$ cat config.mk
export PLATFORM = sky130hd
export DESIGN_NAME = vrp_div
export DESIGN_NICKNAME = d
export VERILOG_FILES = /design/src/hw/rtl/vrp_pkg.sv /design/src/hw/rtl/vrp_div.sv
export SDC_FILE = /design/constraint.sdc
export NUM_CORES = 1
export LEC_CHECK = 0
export ABC_AREA = 1
export BUFFER_PORTS_ARGS = -buffer_cell sky130_fd_sc_hd__buf_2
export CAP_MARGIN = 20
export CORE_UTILIZATION = 35
export CTS_CLUSTER_DIAMETER = 50
export CTS_CLUSTER_SIZE = 20
export DETAILED_ROUTE_END_ITERATION = 16
export GPL_ROUTABILITY_DRIVEN = 0
export PLACE_DENSITY_LB_ADDON = 0.25
export SLEW_MARGIN = 20
export SYNTH_ARGS = -nofsm -noshare
export SYNTH_HDL_FRONTEND = slang
export SYNTH_SLANG_ARGS = --single-unit
export TNS_END_PERCENT = 30
$ cat constraint.sdc
create_clock -name clk -period 5.6 [get_ports clk]
set_clock_uncertainty 0.05 [all_clocks]
set_input_delay 1.12 -clock clk [delete_from_list [all_inputs] [get_ports clk]]
set_output_delay 1.12 -clock clk [all_outputs]
set_load 0.02 [all_outputs]
$ cat src/hw/rtl/vrp_pkg.sv
`default_nettype none

package vrp_pkg;

    localparam int SCREEN_WIDTH  = 160;
    localparam int SCREEN_HEIGHT = 128;

    localparam int COORD_W   = 16;
    localparam int CFG_W     = 16;
    localparam int CFG_IDX_W = 2;
    localparam int COL_W     = 8;
    localparam int ROW_W     = 7;
    localparam int DEPTH_W   = 16;
    localparam int Q_FRAC    = 14;

    localparam logic [CFG_IDX_W-1:0] REG_SIN_PITCH = CFG_IDX_W'(0);
    localparam logic [CFG_IDX_W-1:0] REG_COS_PITCH = CFG_IDX_W'(1);
    localparam logic [CFG_IDX_W-1:0] REG_SIN_YAW   = CFG_IDX_W'(2);
    localparam logic [CFG_IDX_W-1:0] REG_COS_YAW   = CFG_IDX_W'(3);

    localparam logic signed [CFG_W-1:0] Q_ONE = CFG_W'(1 << Q_FRAC);

    localparam int PROD1_W = 2 * COORD_W;
    localparam int SUM1_W  = PROD1_W + 1;
    localparam int ROT1_W  = SUM1_W - Q_FRAC;
    localparam int PROD2_W = ROT1_W + CFG_W;
    localparam int SUM2_W  = PROD2_W + 1;
    localparam int ROT2_W  = SUM2_W - Q_FRAC;

    // Eye distance of 2.0 in the fixed-point format of the rotated depth.
    localparam int DEPTH_BIAS = 2 << Q_FRAC;
    localparam int DEPTH_MAX  = (1 << (DEPTH_W - 1)) - 1;
    localparam int DEPTH_MIN  = -(1 << (DEPTH_W - 1));

    localparam int COL_SCALE  = SCREEN_WIDTH * 10 / 32;
    localparam int COL_CENTER = SCREEN_WIDTH / 2;
    localparam int COL_LIMIT  = SCREEN_WIDTH - 1;
    localparam int ROW_SCALE  = SCREEN_HEIGHT * 100 / 256;
    localparam int ROW_CENTER = SCREEN_HEIGHT / 2;
    localparam int ROW_LIMIT  = SCREEN_HEIGHT - 1;

    localparam int SCALE_MAX = (COL_SCALE > ROW_SCALE) ? COL_SCALE : ROW_SCALE;
    localparam int DEN_W     = ROT2_W;
    localparam int NUM_W     = ROT2_W - 1 + $clog2(SCALE_MAX + 1);

    localparam int SCREEN_MAX = (SCREEN_WIDTH > SCREEN_HEIGHT) ? SCREEN_WIDTH : SCREEN_HEIGHT;
    localparam int QBITS      = $clog2(SCREEN_MAX);

    localparam int PRE_STAGES = 5;
    localparam int DIV_STAGES = QBITS + 1;
    localparam int LAT        = PRE_STAGES + DIV_STAGES;

    typedef struct packed {
        logic [NUM_W-1:0] num_mag;
        logic             num_neg;
        logic [DEN_W-1:0] den;
    } div_req_t;

    typedef struct packed {
        logic [QBITS-1:0] quot;
        logic             rem_nz;
        logic             sat;
        logic             neg;
    } div_res_t;

    // Turns a saturated floor quotient into a screen coordinate clamped to [0, limit].
    function automatic logic [QBITS-1:0] pixel_clamp(input div_res_t r, input int center,
                                                     input int limit);
        logic [QBITS:0]          mag;
        logic signed [QBITS+2:0] q;
        logic signed [QBITS+2:0] pos;
        mag = r.sat ? {1'b1, QBITS'(0)} : {1'b0, r.quot};
        mag = mag + (QBITS+1)'(r.neg & r.rem_nz);
        q   = $signed((QBITS+3)'(mag));
        if (r.neg)
        begin
            q = -q;
        end
        pos = q + (QBITS+3)'(center);
        if (pos < 0)
        begin
            return '0;
        end
        else if (pos > (QBITS+3)'(limit))
        begin
            return QBITS'(limit);
        end
        return pos[QBITS-1:0];
    endfunction

endpackage

`default_nettype wire

$ cat src/hw/rtl/vrp_div.sv
`default_nettype none

module vrp_div (
    input  logic              clk,
    input  vrp_pkg::div_req_t req,
    output vrp_pkg::div_res_t res
);
    import vrp_pkg::*;

    localparam int CMP_W = DEN_W + QBITS;

    logic [NUM_W-1:0] rem_reg  [QBITS+1];
    logic [QBITS-1:0] quot_reg [QBITS+1];
    logic [DEN_W-1:0] den_reg  [QBITS];
    logic             neg_reg  [QBITS+1];
    logic             sat_reg  [QBITS+1];

    // A quotient of 2^QBITS or more is only flagged; the caller clamps it.
    always_ff @(posedge clk)
    begin
        rem_reg[0]  <= req.num_mag;
        quot_reg[0] <= '0;
        den_reg[0]  <= req.den;
        neg_reg[0]  <= req.num_neg;
        sat_reg[0]  <= (CMP_W'(req.num_mag) >> QBITS) >= CMP_W'(req.den);
    end

    for (genvar j = 0; j < QBITS; j++)
    begin : g_step
        localparam int SH = QBITS - 1 - j;

        logic [CMP_W-1:0] trial;
        logic [CMP_W-1:0] rem_ext;
        logic             take;

        assign trial   = CMP_W'(den_reg[j]) << SH;
        assign rem_ext = CMP_W'(rem_reg[j]);
        assign take    = rem_ext >= trial;

        always_ff @(posedge clk)
        begin
            rem_reg[j+1]  <= take ? NUM_W'(rem_ext - trial) : rem_reg[j];
            quot_reg[j+1] <= quot_reg[j] | (take ? (QBITS'(1) << SH) : QBITS'(0));
            neg_reg[j+1]  <= neg_reg[j];
            sat_reg[j+1]  <= sat_reg[j];
        end

        if (j + 1 < QBITS)
        begin : g_den
            always_ff @(posedge clk)
            begin
                den_reg[j+1] <= den_reg[j];
            end
        end
    end

    assign res.quot   = quot_reg[QBITS];
    assign res.rem_nz = |rem_reg[QBITS];
    assign res.sat    = sat_reg[QBITS];
    assign res.neg    = neg_reg[QBITS];

endmodule

`default_nettype wire

==> metrics.txt, run 1 <==
status finished, final reports clean; Max-slew headroom 0.392; number of flip-flops in the largest register 243; first-pass GRT wire length 120 mm; Routed WL per cell 14.7 um; FMAX 309 MHz; share of cells above drive strength 1 0.0600; RSZ-0062 raised after global routing no; count of cell types in the netlist 43; Synth area leaders dfxtp_1 (36%), nand2_1 (21%), inv_1 (11%); max_cap viols 0; worst reg-to-reg path cell count 10; DR iter-0 viols 1099; Critical Path End Type output port; IO Count 62; antenna violations before repair 0; area added between synthesis and finish 13.0%; Syn Nets 4244; fillers 8008; HP Start quot_reg[4][4]$_DFF_P_; CTS Buf Count 60; routed vias 23500; largest area contributor in the netlist dfxtp_1; gr usage total 0.197; Die Height 277 um; R2R Path Start den_reg[0][22]$_DFF_P_; CTS clk-pin slew, worst paths 0.07 ns; post-route ant nets 0; Core ar. 74600 sq um; Die ar. 76500 sq um; Die W 277 um; hold buffer count at CTS 0; Final min period 3.24 ns; setup violators final 0; multi-input gate area in the final layout 13600 sq um; floorplan row count 100; H-tree Lvls 2; NumNets Final 4331; Critical Path RT 4.43 ns; final hold slack 0.255 ns; largest net degree at the start of global routing 38; Post-synth EDFFs 0; hpwl dp 62.4 mm; count leader, synth nand2_1; Antenna Diode Count 0; PwrDens 546 nW/um^2; VDD IR-drop max 0.000280 V; hold path depth 0; CP max FO 1; WP data arrival 2.07 ns; area occupied by registers 9470 sq um; Slew @ Worst Pin 0.904 ns; Starting Density 0.354; Post-synth top flop dfxtp_1; CTS tree yes; Post-CTS Setup Bufs 0; Lkg Pwr 16.6 nW; Avg Inst Size Synth 6.61 sq um; max-slew violation count 0; reg2reg end rem_reg[2][6]$_DFF_P_; setup TNS 0 ns; vias in the first global route 23500; DRC Markers 0; Mapped Cells 3993; Setup crit start kind flop; IO buf count 61; sequential element share of the synthesized area 0.359; Max clock buf depth 3; synth warn 0; Hold Fails Final Rpt 0; clk root buf clkbuf_16; Sink Count 473; drt first pass iters 5; flop2flop setup slack 2.60 ns; Gates resized, CTS repair 0; synthesis-stage register bit count 473; Worst Hold Endpoint quot_reg[5][4]$_DFF_P_; grt total ovfl 0; final worst path period share 0.578; min-delay worst type flop to flop; FFs w/ async S/R, synth 0; Post-synth top cells nand2_1 (1477), inv_1 (807), dfxtp_1 (473); WS Path Type flop to output port; clk_lat worst skew 0.66 ns; total wire length 74.8 mm; post-synth top area share 0.359; vias per cell 4.60; Post-Syn Area 26400 sq um
[worst max path at each step]
stage	startpoint	to	slack [ns]
floorplan	req[11]	sat_reg[0][0]$_DFF_P_	3.45
global placement	den_reg[0][22]$_DFF_P_	rem_reg[2][6]$_DFF_P_	2.54
detailed placement	den_reg[0][22]$_DFF_P_	rem_reg[2][6]$_DFF_P_	2.63
CTS	rem_reg[8][16]$_DFF_P_	res[2]	2.30
global route	rem_reg[8][16]$_DFF_P_	res[2]	2.27
finish	rem_reg[8][16]$_DFF_P_	res[2]	2.36
[cell usage in the layout, fill, tap and decap left out, types with 32 or more instances in the layout]
| master | synthesis | layout |
|---|---|---|
| nand3b_1 | 38 | 38 |
| nor2_1 | 251 | 250 |
| inv_1 | 807 | 807 |
| nand3_1 | 275 | 275 |
| nand2_1 | 1477 | 1477 |
| o21ai_0 | 32 | 32 |
| nand4_1 | 56 | 56 |
| buf_2 | 9 | 61 |
| ha_1 | 192 | 192 |
| a21oi_1 | 102 | 102 |
| dfxtp_1 | 473 | 473 |
| xor2_1 | 66 | 66 |
| clkbuf_16 | 0 | 61 |
[power by group]
group | leakage (nW) | total [mW] | switching [mW] | internal [mW]
sequential | 3.98 | 4.75 | 0.547 | 4.20
clock | 1.08 | 4.18 | 1.77 | 2.41
combinational | 11.5 | 7.36 | 4.88 | 2.49
[critical path, cell delays in order (launching register included)]
cell,delay (ns)
dfxtp_1,0.30
nor4_1,0.78
nand4_1,0.15
buf_2,0.21
[per-layer routing]
layer	part of all wire	wire, um	vias up	GRT usage
li1	-	-	12300	-
met1	0.39	29100	10400	0.200
met2	0.51	38000	516	0.375
met3	0.032	2410	244	0.0245
met4	0.070	5260	0	0.131
met5	0	0	-	0
[layout make-up]
cell class / count / area share
clock buffer: 63 / 0.0517
clock inverter: 50 / 0.0222
inverter: 813 / 0.102
multi-input combinational: 2670 / 0.455
sequential: 473 / 0.317
tap: 969 / 0.0406
timing repair buffer: 62 / 0.0106
[cells by family (layout without fill, tap and decap cells)]
kind of cell / count (synthesis) / in the layout / share of synthesized area
and+or+nand+nor: 2186 / 2186 / 0.345
buffers and inverters: 850 / 988 / 0.127
adders and majority gates: 200 / 200 / 0.0971
DFF: 473 / 473 / 0.359
xor gates and xnor gates: 86 / 86 / 0.0285
AOI/OAI and AO/OA: 198 / 198 / 0.0430
[per-stage QoR]
| step | instance area [sq um] | instances | utilization | power, mW | worst slack, ns |
|---|---|---|---|---|---|
| finish | 29800 | 5100 | 0.400 | 16.3 | 2.36 |
| global route | 29800 | 5100 | 0.400 | 17.6 | 2.27 |
| CTS | 29800 | 5100 | 0.400 | 16.4 | 2.30 |
| detailed placement | 27600 | 4987 | 0.371 | 12.1 | 2.63 |
| global placement | 27600 | 4986 | 0.370 | 12.1 | 2.54 |
| floorplan | 26400 | 3993 | - | 10.2 | 3.45 |
No activity file was read; power rests on OpenSTA's default activity.
==> run 2: changes to the inputs <==
- clock period: 5.6 -> 3 ns (I/O delays scaled with it)
==> run 2 against run 1 <==
Combinational power up 87%. Final area up 1.6%. Clock power up 100%. Core utilization up 0.63 points. Hold slack worse by 0.22 ns. Critical path depth unchanged. Power up 91%. Sequential share of layout area down 0.49 points. Register-to-register slack worse by 2.1 ns. Via count up 1.0%. Die area unchanged. Final cell count up 0.80%. Highest routed layer unchanged.
==> metrics.txt, run 2 (synthesized netlist as in run 1, its figures left out) <==
max-slew violation count 0; DRC Markers 0; IO buf count 61; WP data arrival 1.87 ns; Hold Fails Final Rpt 0; CTS clk-pin slew, worst paths 0.07 ns; flop2flop setup slack 0.49 ns; setup TNS 0 ns; Slew @ Worst Pin 0.675 ns; PwrDens 1030 nW/um^2; total wire length 75.1 mm; Lkg Pwr 16.8 nW; Worst Hold Endpoint rem_reg[0][0]$_DFF_P_; Core ar. 74600 sq um; Antenna Diode Count 0; max_cap viols 0; DR iter-0 viols 1065; first-pass GRT wire length 121 mm; Die ar. 76500 sq um; Max-slew headroom 0.546; Setup crit start kind flop; CTS tree yes; FMAX 397 MHz; clk_lat worst skew 0.62 ns; VDD IR-drop max 0.000483 V; Die W 277 um; setup violators final 0; highest-count cells in the layout ignoring fill and taps nand2_1 (1477), inv_1 (807), dfxtp_1 (473), nand3_1 (275), nor2_1 (251); post-route ant nets 0; IO Count 62; worst reg-to-reg path cell count 13; final worst path period share 0.839; vias in the first global route 24000; gr usage total 0.199; area added between synthesis and finish 14.8%; WS Path Type flop to output port; drt first pass iters 5; most common cell after layout, fill and taps aside nand2_1; Die Height 277 um; NumNets Final 4367; hpwl dp 62.8 mm; share of cells above drive strength 1 0.0666; H-tree Lvls 3; HP Start req[23]; Gates resized, CTS repair 0; floorplan row count 100; Critical Path End Type output port; Max clock buf depth 3; R2R Path Start rem_reg[1][6]$_DFF_P_; routed vias 23700; antenna violations before repair 0; Final min period 2.52 ns; CP max FO 1; grt total ovfl 0; Critical Path RT 2.35 ns; number of flip-flops in the largest register 243; vias per cell 4.61; CTS Buf Count 68; hold path depth 1; Sink Count 473; final hold slack 0.0316 ns; clk root buf clkbuf_16; largest net degree at the start of global routing 38; Routed WL per cell 14.6 um; reg2reg end rem_reg[2][6]$_DFF_P_; RSZ-0062 raised after global routing no; Starting Density 0.354; status finished, final reports clean; min-delay worst type input pin to flop
-- run 2: cell types whose count changed in the layout (fill, tap and decap cells not counted), sizes merged --
| cell | before | now |
|---|---|---|
| buf | 62 | 83 |
| bufinv | 6 | 5 |
| clkbuf | 63 | 75 |
| clkinv | 11 | 18 |
| clkinvlp | 3 | 5 |
| dlygate4sd3 | 0 | 7 |
| inv | 843 | 836 |
-- run 2: worst max path at each step --
stage | startpoint | to | slack, ns | cells after the start
final | rem_reg[8][19]$_DFF_P_ | res[2] | 0.48 | 3
after CTS | rem_reg[8][19]$_DFF_P_ | res[2] | 0.34 | 3
after global placement | rem_reg[1][6]$_DFF_P_ | rem_reg[2][6]$_DFF_P_ | 0.55 | 13
after floorplan | rem_reg[2][5]$_DFF_P_ | rem_reg[3][26]$_DFF_P_ | 0.98 | 14
after global routing | den_reg[0][22]$_DFF_P_ | rem_reg[2][6]$_DFF_P_ | 0.28 | 11
after detailed placement | rem_reg[1][6]$_DFF_P_ | rem_reg[2][6]$_DFF_P_ | 0.50 | 13
-- run 2: power breakdown --
part	switching (mW)	total [mW]	internal, mW
registers	1.05	8.90	7.85
clock network	3.40	8.37	4.98
logic	9.04	13.8	4.79
total	13.5	31.1	17.6
-- run 2: layout make-up --
| cell class | instances | area [sq um] |
|---|---|---|
| Fill cell | 7972 | 44300 |
| Multi-Input combinational cell | 2670 | 13600 |
| Sequential cell | 473 | 9470 |
| Inverter | 813 | 3060 |
| Clock buffer | 75 | 1790 |
| Tap cell | 969 | 1210 |
| Clock inverter | 51 | 637 |
| Timing Repair Buffer | 90 | 566 |
-- run 2: stage by stage --
step | utilization | instances | area, sq um | total power, mW | setup WS, ns
6_report | 0.406 | 5141 | 30300 | 31.1 | 0.483
4_1_cts | 0.406 | 5141 | 30300 | 31.3 | 0.343
3_5_place_dp | 0.373 | 5008 | 27800 | 22.8 | 0.502
5_1_grt | 0.406 | 5141 | 30300 | 33.6 | 0.278
2_1_floorplan | - | 3993 | 26400 | 19.0 | 0.981
3_3_place_gp | 0.373 | 5008 | 27800 | 22.7 | 0.548
-- run 2: layer usage --
| layer | wire length [um] | global-route usage | vias up |
|---|---|---|---|
| met3 | 2470 | 0.0267 | 260 |
| met5 | 0 | 0 | - |
| met2 | 38200 | 0.378 | 521 |
| met1 | 28600 | 0.196 | 10500 |
| met4 | 5890 | 0.148 | 0 |
| li1 | - | - | 12500 |
-- run 2: critical path, cell delays in order (launching register included) --
cell     delay, ns
dfxtp_1       0.31
nor4_1        0.60
nand4_1       0.15
buf_2         0.20
-- run 2: timing repair --
| item | 4_1_cts | 5_1_grt |
|---|---|---|
| hold buffers | 7 | 0 |
| setup buffers | 0 | 0 |
| endpoints found under the hold margin | 7 | 0 |
